**config.mk**
```make
export PLATFORM = sky130hd
export DESIGN_NAME = software_timer_bank_unit
export DESIGN_NICKNAME = d
export VERILOG_FILES = /design/src/hw/rtl/stb_pkg.sv /design/src/hw/rtl/software_timer_bank_unit.sv /design/src/hw/rtl/stb_front.sv /design/src/hw/rtl/stb_queue.sv /design/src/hw/rtl/stb_back.sv
export SDC_FILE = /design/constraint.sdc
export NUM_CORES = 1
export LEC_CHECK = 0
export BUFFER_PORTS_ARGS = -buffer_cell sky130_fd_sc_hd__clkbuf_2
export CORE_UTILIZATION = 45
export CTS_BUF_LIST = sky130_fd_sc_hd__clkbuf_2 sky130_fd_sc_hd__clkbuf_4 sky130_fd_sc_hd__clkbuf_8
export DETAILED_ROUTE_END_ITERATION = 7
export GPL_TIMING_DRIVEN = 0
export SYNTH_ARGS = -nofsm -noshare
export SYNTH_HDL_FRONTEND = slang
export SYNTH_SLANG_ARGS = --single-unit
export TNS_END_PERCENT = 20
```
**constraint.sdc**
```tcl
create_clock -name clock -period 8.7 [get_ports clock]
set_input_delay 1.305 -clock clock [delete_from_list [all_inputs] [get_ports clock]]
set_output_delay 1.305 -clock clock [all_outputs]
set_load 0.05 [all_outputs]
```
**src/hw/rtl/stb_pkg.sv**
```systemverilog
// ----------------------------------------------------------------------------
// stb_pkg
// Shared types and constants for the software timer bank.
// ----------------------------------------------------------------------------
package stb_pkg;

   // Timers that a three-bit index can address
   localparam int MAX_TIMERS         = 8;
   localparam int INDEX_WIDTH        = 3;
   localparam int TICK_WIDTH         = 32;
   localparam int TIMEOUT_WIDTH      = 24;
   localparam int NUM_TIMERS_DEFAULT = 8;
   localparam int QUEUE_DEPTH        = 2;

   typedef enum logic [1:0] {
      OP_START = 2'd0,
      OP_STOP  = 2'd1,
      OP_TICK  = 2'd2,
      OP_SCAN  = 2'd3
   } op_type;

   typedef struct packed {
      op_type                     op;
      logic [INDEX_WIDTH-1:0]     timer_index;
      logic [TIMEOUT_WIDTH-1:0]   timeout_ticks;
      logic                       periodic;
   } req_type;

   typedef struct packed {
      logic [INDEX_WIDTH-1:0] fired_index;
      logic                   fired;
      logic                   last;
   } rsp_type;

   // Queue status seen by the front and the back
   typedef struct packed {
      logic full;
      logic empty;
   } queue_status_type;

   typedef enum logic [1:0] {
      ST_IDLE   = 2'd0,
      ST_SCAN   = 2'd1,
      ST_FINISH = 2'd2
   } back_state_type;

endpackage

```
**src/hw/rtl/software_timer_bank_unit.sv**
```systemverilog
// ----------------------------------------------------------------------------
// software_timer_bank_unit
// Start, stop and tick wait in the command queue after acceptance and take
// effect when the back end pops them in idle, which they do not leave.
// A scan walks min(NUM_TIMERS, 8) timers, one timer checked per cycle, and
// then closes with its last result.
// A two-entry command queue decouples acceptance; busy rises when it is full.
// Synchronous reset clears the counter, all timers and the queue at once.
// ----------------------------------------------------------------------------
module software_timer_bank_unit #(
   parameter int NUM_TIMERS = stb_pkg::NUM_TIMERS_DEFAULT
) (
   input  logic             clock,
   input  logic             reset,
   input  logic             start,
   output logic             busy,
   input  stb_pkg::req_type req_data,
   output logic             rsp_strobe,
   output stb_pkg::rsp_type rsp_data
);

   stb_pkg::queue_status_type q_status;
   stb_pkg::req_type          push_data;
   stb_pkg::req_type          pop_data;
   logic                      push;
   logic                      pop;

   // Classify and accept
   stb_front #(
      .NUM_TIMERS(NUM_TIMERS)
   ) u_front (
      .start     (start),
      .busy      (busy),
      .req_data  (req_data),
      .q_status  (q_status),
      .push      (push),
      .push_data (push_data)
   );

   // Buffer commands
   stb_queue u_queue (
      .clock     (clock),
      .reset     (reset),
      .push      (push),
      .push_data (push_data),
      .pop       (pop),
      .pop_data  (pop_data),
      .q_status  (q_status)
   );

   // Execute
   stb_back #(
      .NUM_TIMERS(NUM_TIMERS)
   ) u_back (
      .clock      (clock),
      .reset      (reset),
      .q_status   (q_status),
      .cmd        (pop_data),
      .pop        (pop),
      .rsp_strobe (rsp_strobe),
      .rsp_data   (rsp_data)
   );

endmodule

```
**src/hw/rtl/stb_front.sv**
```systemverilog
// ----------------------------------------------------------------------------
// stb_front
// Accepts command items, drops start and stop items aimed beyond the bank
// and pushes the rest into the command queue.
// ----------------------------------------------------------------------------
module stb_front #(
   parameter int NUM_TIMERS = stb_pkg::NUM_TIMERS_DEFAULT
) (
   input  logic                     start,
   output logic                     busy,
   input  stb_pkg::req_type         req_data,
   input  stb_pkg::queue_status_type q_status,
   output logic                     push,
   output stb_pkg::req_type         push_data
);

   localparam logic [6:0] Limit = 7'(NUM_TIMERS);

   logic in_range;
   logic keep;

   // Classify: timer commands must address an existing timer
   always_comb begin
      in_range = {4'b0, req_data.timer_index} < Limit;
      case (req_data.op)
         stb_pkg::OP_START: keep = in_range;
         stb_pkg::OP_STOP:  keep = in_range;
         stb_pkg::OP_TICK:  keep = 1'b1;
         stb_pkg::OP_SCAN:  keep = 1'b1;
         default:           keep = 1'b0;
      endcase
   end

   // Hold off new items while the queue is full
   assign busy      = q_status.full;
   assign push      = start && !q_status.full && keep;
   assign push_data = req_data;

endmodule

```
**src/hw/rtl/stb_queue.sv**
```systemverilog
// ----------------------------------------------------------------------------
// stb_queue
// Short command queue between the front and the back.
// ----------------------------------------------------------------------------
module stb_queue (
   input  logic                      clock,
   input  logic                      reset,
   input  logic                      push,
   input  stb_pkg::req_type          push_data,
   input  logic                      pop,
   output stb_pkg::req_type          pop_data,
   output stb_pkg::queue_status_type q_status
);

   localparam int Depth  = stb_pkg::QUEUE_DEPTH;
   localparam int PtrW   = $clog2(Depth);
   localparam int CountW = $clog2(Depth + 1);

   stb_pkg::req_type  entry_ff [Depth];
   logic [PtrW-1:0]   wr_ptr_ff, wr_ptr_in;
   logic [PtrW-1:0]   rd_ptr_ff, rd_ptr_in;
   logic [CountW-1:0] count_ff, count_in;
   logic              do_push, do_pop;

   assign q_status.full  = count_ff == CountW'(Depth);
   assign q_status.empty = count_ff == '0;
   assign do_push        = push && !q_status.full;
   assign do_pop         = pop && !q_status.empty;
   assign pop_data       = entry_ff[rd_ptr_ff];

   // Advance pointers and fill count
   always_comb begin
      wr_ptr_in = wr_ptr_ff;
      rd_ptr_in = rd_ptr_ff;
      count_in  = count_ff;
      if (do_push) begin
         wr_ptr_in = (wr_ptr_ff == PtrW'(Depth - 1)) ? '0 : wr_ptr_ff + 1'b1;
      end
      if (do_pop) begin
         rd_ptr_in = (rd_ptr_ff == PtrW'(Depth - 1)) ? '0 : rd_ptr_ff + 1'b1;
      end
      if (do_push && !do_pop) begin
         count_in = count_ff + 1'b1;
      end else if (do_pop && !do_push) begin
         count_in = count_ff - 1'b1;
      end
   end

   always_ff @(posedge clock) begin
      if (reset) begin
         wr_ptr_ff <= '0;
         rd_ptr_ff <= '0;
         count_ff  <= '0;
      end else begin
         wr_ptr_ff <= wr_ptr_in;
         rd_ptr_ff <= rd_ptr_in;
         count_ff  <= count_in;
      end
   end

   // Store the pushed item
   always_ff @(posedge clock) begin
      if (do_push) begin
         entry_ff[wr_ptr_ff] <= push_data;
      end
   end

endmodule

```
**src/hw/rtl/stb_back.sv**
```systemverilog
// ----------------------------------------------------------------------------
// stb_back
// Carries out queued commands: keeps the tick counter and the timer file,
// and walks the timers one a cycle on a scan, reporting expiries.
// ----------------------------------------------------------------------------
module stb_back #(
   parameter int NUM_TIMERS = stb_pkg::NUM_TIMERS_DEFAULT
) (
   input  logic                      clock,
   input  logic                      reset,
   input  stb_pkg::queue_status_type q_status,
   input  stb_pkg::req_type          cmd,
   output logic                      pop,
   output logic                      rsp_strobe,
   output stb_pkg::rsp_type          rsp_data
);

   localparam int IdxW  = stb_pkg::INDEX_WIDTH;
   localparam int TickW = stb_pkg::TICK_WIDTH;
   localparam int TmoW  = stb_pkg::TIMEOUT_WIDTH;
   localparam int Slots = stb_pkg::MAX_TIMERS;
   localparam int ActiveTimers = (NUM_TIMERS < Slots) ? NUM_TIMERS : Slots;
   localparam logic [IdxW-1:0] LastPtr = IdxW'(ActiveTimers - 1);

   stb_pkg::back_state_type state_ff, state_in;

   logic [TickW-1:0] tick_ff, tick_in;
   logic [TickW-1:0] start_ff   [Slots];
   logic [TickW-1:0] start_in   [Slots];
   logic [TmoW-1:0]  timeout_ff [Slots];
   logic [TmoW-1:0]  timeout_in [Slots];
   logic             mode_ff    [Slots];
   logic             mode_in    [Slots];
   logic [IdxW-1:0]  ptr_ff, ptr_in;
   logic [IdxW-1:0]  pend_idx_ff, pend_idx_in;
   logic             pend_vld_ff, pend_vld_in;

   logic [TickW-1:0] elapsed;
   logic             hit;
   logic             scanning;

   // Check the timer under the scan pointer
   assign elapsed  = tick_ff - start_ff[ptr_ff];
   assign hit      = (timeout_ff[ptr_ff] != '0) &&
                     (elapsed >= {{(TickW - TmoW){1'b0}}, timeout_ff[ptr_ff]});
   assign scanning = state_ff == stb_pkg::ST_SCAN;

   // Next state
   always_comb begin
      state_in = state_ff;
      case (state_ff)
         stb_pkg::ST_IDLE: begin
            if (!q_status.empty && cmd.op == stb_pkg::OP_SCAN) begin
               state_in = stb_pkg::ST_SCAN;
            end
         end
         stb_pkg::ST_SCAN: begin
            if (ptr_ff == LastPtr) begin
               state_in = stb_pkg::ST_FINISH;
            end
         end
         stb_pkg::ST_FINISH: state_in = stb_pkg::ST_IDLE;
         default:            state_in = stb_pkg::ST_IDLE;
      endcase
   end

   // Outputs: pop in idle, emit the held expiry when a newer one turns up,
   // and close the scan with the held expiry or an empty result
   always_comb begin
      pop        = 1'b0;
      rsp_strobe = 1'b0;
      rsp_data   = '{fired_index: pend_idx_ff, fired: 1'b1, last: 1'b0};
      case (state_ff)
         stb_pkg::ST_IDLE: pop = !q_status.empty;
         stb_pkg::ST_SCAN: rsp_strobe = hit && pend_vld_ff;
         stb_pkg::ST_FINISH: begin
            rsp_strobe = 1'b1;
            if (pend_vld_ff) begin
               rsp_data = '{fired_index: pend_idx_ff, fired: 1'b1, last: 1'b1};
            end else begin
               rsp_data = '{fired_index: '0, fired: 1'b0, last: 1'b1};
            end
         end
         default: ;
      endcase
   end

   // Datapath updates for commands and scan steps
   always_comb begin
      tick_in     = tick_ff;
      start_in    = start_ff;
      timeout_in  = timeout_ff;
      mode_in     = mode_ff;
      ptr_in      = ptr_ff;
      pend_idx_in = pend_idx_ff;
      pend_vld_in = pend_vld_ff;
      if (pop) begin
         case (cmd.op)
            stb_pkg::OP_START: begin
               mode_in[cmd.timer_index]    = cmd.periodic;
               timeout_in[cmd.timer_index] = cmd.timeout_ticks;
               start_in[cmd.timer_index]   = tick_ff;
            end
            stb_pkg::OP_STOP: timeout_in[cmd.timer_index] = '0;
            stb_pkg::OP_TICK: tick_in = tick_ff + 1'b1;
            stb_pkg::OP_SCAN: begin
               ptr_in      = '0;
               pend_vld_in = 1'b0;
            end
            default: ;
         endcase
      end
      if (scanning) begin
         ptr_in = ptr_ff + 1'b1;
         if (hit) begin
            pend_idx_in = ptr_ff;
            pend_vld_in = 1'b1;
            // Restart a periodic timer, drop a one-shot one
            if (mode_ff[ptr_ff]) begin
               start_in[ptr_ff] = tick_ff;
            end else begin
               timeout_in[ptr_ff] = '0;
            end
         end
      end
   end

   always_ff @(posedge clock) begin
      if (reset) begin
         state_ff    <= stb_pkg::ST_IDLE;
         tick_ff     <= '0;
         ptr_ff      <= '0;
         pend_vld_ff <= 1'b0;
         for (int i = 0; i < Slots; i++) begin
            start_ff[i]   <= '0;
            timeout_ff[i] <= '0;
            mode_ff[i]    <= 1'b0;
         end
      end else begin
         state_ff    <= state_in;
         tick_ff     <= tick_in;
         ptr_ff      <= ptr_in;
         pend_vld_ff <= pend_vld_in;
         start_ff    <= start_in;
         timeout_ff  <= timeout_in;
         mode_ff     <= mode_in;
      end
   end

   always_ff @(posedge clock) begin
      pend_idx_ff <= pend_idx_in;
   end

endmodule

```
==> results of run 1 <==
## flip-flops by register name, indices dropped and copies added (netlist names), named ones only
register            cells
u_queue.entry_ff       60
u_queue.wr_ptr_ff       1
u_back.pend_idx_ff      3
u_back.timeout_ff     192
u_back.mode_ff          8
u_back.pend_vld_ff      1
u_back.ptr_ff           3
u_queue.rd_ptr_ff       1
u_queue.count_ff        2
u_back.tick_ff         32
u_back.state_ff         2
u_back.start_ff       256
## metal layers
metal / GRT usage, % / part of all wire [%]
met1: 38.22 / 39
met2: 55.48 / 47
met3: 6.119 / 7.4
met4: 19.30 / 6.6
met5: 0 / 0.028
## cells by family after synthesis
family / Yosys count
buffers and inverters: 263
adder cells (fa/ha/maj): 64
multiplexers: 387
AO/OA/AOI/OAI: 496
flip-flops: 562
AND/OR/NAND/NOR: 951
XOR/XNOR: 55
## cells in the final DEF, fill, tap and decap left out, types with 19 or more instances in the layout
| cell type | synthesis | layout |
|---|---|---|
| nor3_1 | 212 | 212 |
| buf_2 | 35 | 36 |
| inv_1 | 25 | 25 |
| a21oi_1 | 91 | 87 |
| edfxtp_1 | 63 | 63 |
| xnor2_1 | 21 | 21 |
| and4_1 | 23 | 23 |
| and2_1 | 20 | 20 |
| and3_1 | 22 | 20 |
| nand2_1 | 88 | 85 |
| dfxtp_1 | 499 | 497 |
| nand3_1 | 28 | 27 |
| nand4_1 | 25 | 25 |
| mux2i_1 | 344 | 344 |
| nor2_1 | 172 | 164 |
| nand2b_1 | 261 | 259 |
| o21ai_0 | 40 | 39 |
| mux2_2 | 24 | 24 |
| ha_1 | 63 | 63 |
| xor2_1 | 34 | 34 |
| clkbuf_8 | 3 | 127 |
| a22oi_1 | 225 | 225 |
| clkbuf_1 | 131 | 107 |
| clkbuf_2 | 0 | 40 |
| mux4_2 | 19 | 19 |
| clkbuf_4 | 20 | 62 |
| buf_4 | 23 | 43 |
| or2b_1 | 40 | 40 |
## power by group through the flow
stage	sequential [W]	combinational [W]	clock, W
2_1_floorplan	0.00281	0.000804	0
3_3_place_gp	0.00283	0.00126	0
3_5_place_dp	0.00283	0.00128	0
4_1_cts	0.00277	0.00136	0.00261
5_1_grt	0.00278	0.00145	0.00274
6_report	0.00278	0.00140	0.00260
## worst paths after layout
kind	from	to	slack (ns)
min reg2reg	u_back.ptr_ff[1]$_SDFFE_PP0P_	u_back.pend_idx_ff[1]$_DFFE_PP_	0.47
max	u_back.ptr_ff[1]$_SDFFE_PP0P_	rsp_strobe	0.18
max reg2reg	u_back.ptr_ff[1]$_SDFFE_PP0P_	u_back.timeout_ff[189]$_SDFF_PP0_	0.96
min	u_back.ptr_ff[1]$_SDFFE_PP0P_	u_back.pend_idx_ff[1]$_DFFE_PP_	0.47
## cells in the mapped netlist, drive strengths merged, types with 6 or more instances
cell	number
o21a	7
or3	14
ha	63
nor4	12
nor2b	8
mux2i	344
dfxtp	499
edfxtp	63
and4	24
a22o	10
buf	83
o21ai	41
nand2	88
or2	8
xor2	34
nand3	28
and2	20
inv	25
mux4	19
mux2	24
a21oi	92
a211oi	16
nor3	213
or2b	40
nand4	25
o22ai	13
clkbuf	154
and3	22
a21o	19
o221ai	12
nor2	172
xnor2	21
nand2b	261
o31a	9
o211ai	6
a22oi	225
a221oi	12
## metrics by stage
step / util (%) / setup TNS [ns] / hold slack [ns] / cell area (um^2)
after CTS: 51.87 / 0 / 0.4732 / 30850
final: 52.17 / 0 / 0.4721 / 31020
after floorplan: - / 0 / 0.4354 / 27270
after detailed placement: 47.86 / -571.67 / 0.4561 / 28460
after global routing: 52.17 / -0.005964 / 0.4877 / 31020
after global placement: 47.81 / -545.00 / 0.4530 / 28430
## final cells by class
type	instances	area, um^2	share of cell area [%]
Antenna cell	2	5.005	0.01613
Buffer	235	1361	4.388
Clock buffer	157	1954	6.299
Clock inverter	13	132.6	0.4275
Inverter	25	93.84	0.3025
Multi-Input combinational cell	1953	14280	46.03
Sequential cell	562	11880	38.30
Tap cell	773	967.2	3.117
Timing Repair Buffer	59	345.3	1.113
## timing repair
| item | 4_1_cts | 5_1_grt |
|---|---|---|
| gates resized for setup | 83 | 46 |
| setup endpoints to repair | 453 | 1 |
| pin swaps | 5 | 9 |
| setup buffers | 13 | 6 |
| gates cloned | 0 | 0 |
==> flow_metrics.tcl, run 1 <==
set metrics [dict create \
    status "finished, final reports clean" \
    worstSetupPathType "flip-flop to output port" \
    leakage_nw 12.53 \
    finalSetupViolCount 0 \
    cts_num_sinks 562 \
    insertion_delay_ns 0.74 \
    worstHoldPathType "flip-flop to flip-flop" \
    worst_setup_path_end_kind "output port" \
    swShare_pct 32.00 \
    synth_compound_area_share_pct 12.85 \
    wirelength_um 100400 \
    grt_pass1_wl_um 147900 \
    clock_skew_ns 0.05634 \
    fmax_mhz 117.4 \
    p_int_w 0.004602 \
    rows 89 \
    worstHoldPathCells 0 \
    grt_antenna_before_repair 4 \
    fillers 5406 \
    postCtsHoldBufs 0 \
    cts_buffers 99 \
    switchingPower_w 0.002166 \
    synth_adder_area_share_pct 2.964 \
    clkPwrFrac_pct 38.3 \
    synth_area_per_cell_um2 9.816 \
    cts_tree "yes" \
    num-nets-final 3032 \
    seqPwrFrac_pct 41.0 \
    cp_num_buf_inv 5 \
    dieArea_mm2 0.06159 \
    drive_above_1_share_pct 14.95 \
    vdd_drop_max_mv 0.1665 \
    setup_slack_ns 0.1791 \
    wl_per_cell_um 26.57 \
    grt_pass1_vias 23220 \
    required_ns 7.39 \
    yosysWarningCount 0 \
    cp-start-kind "flip-flop" \
    worst-path-stages 26 \
    synth_nets 2875 \
    core_mm2 0.05946 \
    grt_remaining_overflow 0 \
    crit_fanout 10 \
    power_w 0.006768 \
    initial_utilization_pct 45.86 \
    max-slew-margin-rel_pct 2.694 \
    vias_per_cell 6.089 \
    drc 0 \
    tightest_slew_ns 1.446 \
    synthCells 2778 \
    yosysTopAreaCell "dfxtp_1" \
    finalHoldViolCount 0 \
    ios 40 \
    clockBufferDepth 3 \
    synth_edf_count 63 \
    syn2layout_area_growth_pct 13.77 \
    yosys_most_used_dff "dfxtp_1" \
    pwr-share-comb_pct 20.6 \
    final-instance-count-excl-fill 3779 \
    place_congestion 0.9675 \
    drt_iter0_drc 2160 \
    synth_simple_gate_area_share_pct 18.93 \
    synth-async-reset-ratio_pct 0 \
    drtPass1Iterations 6 \
    synth_top_family_by_area "simple AND/OR/NAND/NOR gates" \
    drv_cap 0 \
    crit_arrival_ns 7.22 \
    grt_start_max_net_pins 31 \
    slew_violations 0 \
    cp_slowest_cell "or4_1" \
    slowest_delay_ns 0.55 \
    synth_area_leaders "dfxtp_1 (37%), mux2i_1 (13%), edfxtp_1 (6.9%), a22oi_1 (6.2%), nand2b_1 (6.0%)" \
    ys_ff_latch 562 \
    dieWidth_um 248.2 \
    grt.total_usage_pct 32.63 \
    cts.clk_slew.worst_paths_ns 0.06 \
    hpwl_um 71790 \
    die_height_um 248.2 \
    synthMuxAreaShare_pct 15.19 \
    synth_cell_type_count 87 \
    crit_top_cell "buf_2" \
    post-place-ws_ns -2.292 \
    synth_xor_area_share_pct 1.766 \
    root_buffer "clkbuf_8" \
    dp.cells 3590 \
    ant_nets 0 \
    netlist.area_leader.share_pct 36.63 \
    rr_worst_depth 29 \
    netlist_area_mm2 0.02727 \
    port_buffers 38 \
    period_share_pct 97.94 \
    cpLargestDelayFamily "simple AND/OR/NAND/NOR gates" \
    power_density_mw_per_mm2 218.2 \
    period_minus_slack_ns 8.521 \
    htreeDepth 3 \
    vias 23010 \
    seq_area_frac_synth_pct 43.57 \
]
Note: power is estimated with default switching activity, not from simulation.
==> run 2, diff against run 1 <==
--- a/config.mk
+++ b/config.mk
@@ -10,6 +10,7 @@
 export CTS_BUF_LIST = sky130_fd_sc_hd__clkbuf_2 sky130_fd_sc_hd__clkbuf_4 sky130_fd_sc_hd__clkbuf_8
 export DETAILED_ROUTE_END_ITERATION = 7
 export GPL_TIMING_DRIVEN = 0
+export HOLD_SLACK_MARGIN = 0.05
 export SYNTH_ARGS = -nofsm -noshare
 export SYNTH_HDL_FRONTEND = slang
 export SYNTH_SLANG_ARGS = --single-unit
==> constraint.sdc (replaced) <==
create_clock -name clock -period 10.8 [get_ports clock]
set_input_delay 1.62 -clock clock [delete_from_list [all_inputs] [get_ports clock]]
set_output_delay 1.62 -clock clock [all_outputs]
set_load 0.05 [all_outputs]
==> flow_metrics.tcl, run 2 (synthesized netlist as in run 1, its figures left out) <==
set metrics [dict create \
    status "finished, violations left" \
    violations "max-capacitance violations" \
    cp-start-kind "flip-flop" \
    grt_pass1_vias 23110 \
    drtPass1Iterations 7 \
    core_mm2 0.05946 \
    cp_slowest_cell "a221oi_1" \
    drc 0 \
    rsz0062_at_grt "false" \
    leakage_nw 12.32 \
    htreeDepth 3 \
    crit_fanout 10 \
    pwr-share-comb_pct 19.9 \
    worstSetupPathType "flip-flop to output port" \
    crit_arrival_ns 8.80 \
    seqPwrFrac_pct 41.4 \
    dieWidth_um 248.2 \
    setup_tns_ns 0 \
    tightest_slew_ns 1.458 \
    reg2reg_to "u_back.timeout_ff[169]$_SDFF_PP0_" \
    startpoint "u_back.ptr_ff[0]$_SDFFE_PP0P_" \
    vias_per_cell 6.071 \
    cts_buffers 99 \
    cp-endpoint "rsp_strobe" \
    period_minus_slack_ns 10.42 \
    top_regs "u_back.start_ff: 256 flops, u_back.timeout_ff: 192 flops, u_queue.entry_ff: 60 flops" \
    drv_cap 1 \
    post-place-ws_ns -0.5074 \
    cts_num_sinks 562 \
    rr_worst_depth 29 \
    setup_slack_ns 0.3760 \
    fmax_mhz 95.93 \
    swShare_pct 31.96 \
    final_common_cell "dfxtp_1" \
    drt_iter0_drc 2166 \
    layout.cells.most_common_list "dfxtp_1 (499), mux2i_1 (344), nand2b_1 (261), a22oi_1 (225), nor3_1 (212)" \
    grt_start_max_net_pins 31 \
    required_ns 9.18 \
    vdd_drop_max_mv 0.1357 \
    port_buffers 38 \
    switchingPower_w 0.001727 \
    regMostFlops "u_back.start_ff" \
    grt_remaining_overflow 0 \
    largest_reg_flops 256 \
    p_int_w 0.003677 \
    ios 40 \
    finalHoldViolCount 0 \
    hpwl_um 71790 \
    cts_tree "yes" \
    cts.clk_slew.worst_paths_ns 0.06 \
    insertion_delay_ns 0.74 \
    initial_utilization_pct 45.86 \
    grt_pass1_wl_um 146900 \
    dieArea_mm2 0.06159 \
    finalSetupViolCount 0 \
    postCtsHoldBufs 0 \
    clkPwrFrac_pct 38.8 \
    max-slew-margin-rel_pct 1.934 \
    clockBufferDepth 3 \
    grt_antenna_before_repair 3 \
    grt.total_usage_pct 32.35 \
    place_congestion 0.9675 \
    slowest_delay_ns 0.65 \
    period_share_pct 96.52 \
    rows 89 \
    clock_skew_ns 0.06127 \
    num-nets-final 3016 \
    syn2layout_area_growth_pct 12.25 \
    slew_violations 0 \
    die_height_um 248.2 \
    power_density_mw_per_mm2 176.5 \
    wl_per_cell_um 26.41 \
    drive_above_1_share_pct 13.02 \
    worstHoldPathCells 0 \
    vias 22850 \
    root_buffer "clkbuf_8" \
    wirelength_um 99380 \
    ant_nets 0 \
    r2r_slack_ns 1.77 \
    worst_setup_path_end_kind "output port" \
    r2r-start "u_back.ptr_ff[0]$_SDFFE_PP0P_" \
    worstHoldPathType "flip-flop to flip-flop" \
]
run 2: changes by cell type in the layout (fill, tap and decap cells not counted), sizes merged:
cell / change
clkbuf: +12
clkdlybuf4s15: +2
buf: -30
run 2: through the flow:
stage	instance area (um^2)	hold slack [ns]	util (%)	power (W)	std cells
after global routing	30610	0.4877	51.47	0.005570	3762
final	30610	0.4707	51.48	0.005404	3763
after global placement	28430	0.4530	47.81	0.003291	3589
after detailed placement	28460	0.4561	47.86	0.003310	3590
after floorplan	27270	0.4354	-	0.002912	2778
after CTS	30580	0.4732	51.42	0.005386	3759
run 2: critical path, delay by kind of cell (launching register included):
kind	cells	cell delay (ns)
buf+inv	6	1.95
flops	1	0.50
compound gates	11	2.24
simple gates	9	2.36
fa+ha+maj	3	0.84
xor+xnor	1	0.16
run 2: worst min-delay path by stage:
stage	startpoint	end	slack [ns]
after floorplan	u_back.ptr_ff[1]$_SDFFE_PP0P_	u_back.pend_idx_ff[1]$_DFFE_PP_	0.44
after global placement	u_back.mode_ff[5]$_SDFFE_PP0P_	u_back.mode_ff[5]$_SDFFE_PP0P_	0.45
after detailed placement	u_back.ptr_ff[1]$_SDFFE_PP0P_	u_back.pend_idx_ff[1]$_DFFE_PP_	0.46
after CTS	u_back.ptr_ff[1]$_SDFFE_PP0P_	u_back.pend_idx_ff[1]$_DFFE_PP_	0.47
after global routing	u_back.ptr_ff[1]$_SDFFE_PP0P_	u_back.pend_idx_ff[1]$_DFFE_PP_	0.49
final	u_back.ptr_ff[1]$_SDFFE_PP0P_	u_back.pend_idx_ff[1]$_DFFE_PP_	0.47
run 2: per-layer routing:
layer / global-route usage, % / vias up / routed length, um
met3: 5.915 / 312 / 6437
met4: 18.54 / 2 / 5835
li1: - / 10380 / -
met1: 38.06 / 11170 / 39520
met2: 55.18 / 986 / 47570
met5: 0 / - / 15
run 2: what timing repair did:
item | 4_1_cts | 5_1_grt
setup buffers | 0 | 1
cloned | 0 | 0
setup endpoints to repair | 1 | 1
gates resized for setup | 11 | 1
pin swaps | 0 | 1
endpoints found under the hold margin | 0 | 0
run 2: cell type report:
| type | count | area, um^2 |
|---|---|---|
| Multi-Input combinational cell | 1953 | 14150 |
| Buffer | 237 | 1211 |
| Timing Repair Buffer | 41 | 210.2 |
| Clock buffer | 157 | 1954 |
| Tap cell | 773 | 967.2 |
| Antenna cell | 2 | 5.005 |
| Inverter | 25 | 93.84 |
| Clock inverter | 13 | 132.6 |
| Fill cell | 5467 | 28860 |
| Sequential cell | 562 | 11880 |
run 2: power by group through the flow:
stage,combinational [W],clock [W],sequential (W)
after floorplan,0.000648,0,0.00226
after global placement,0.00101,0,0.00228
after detailed placement,0.00103,0,0.00228
after CTS,0.00105,0.00210,0.00223
after global routing,0.00112,0.00221,0.00224
final,0.00107,0.00209,0.00224
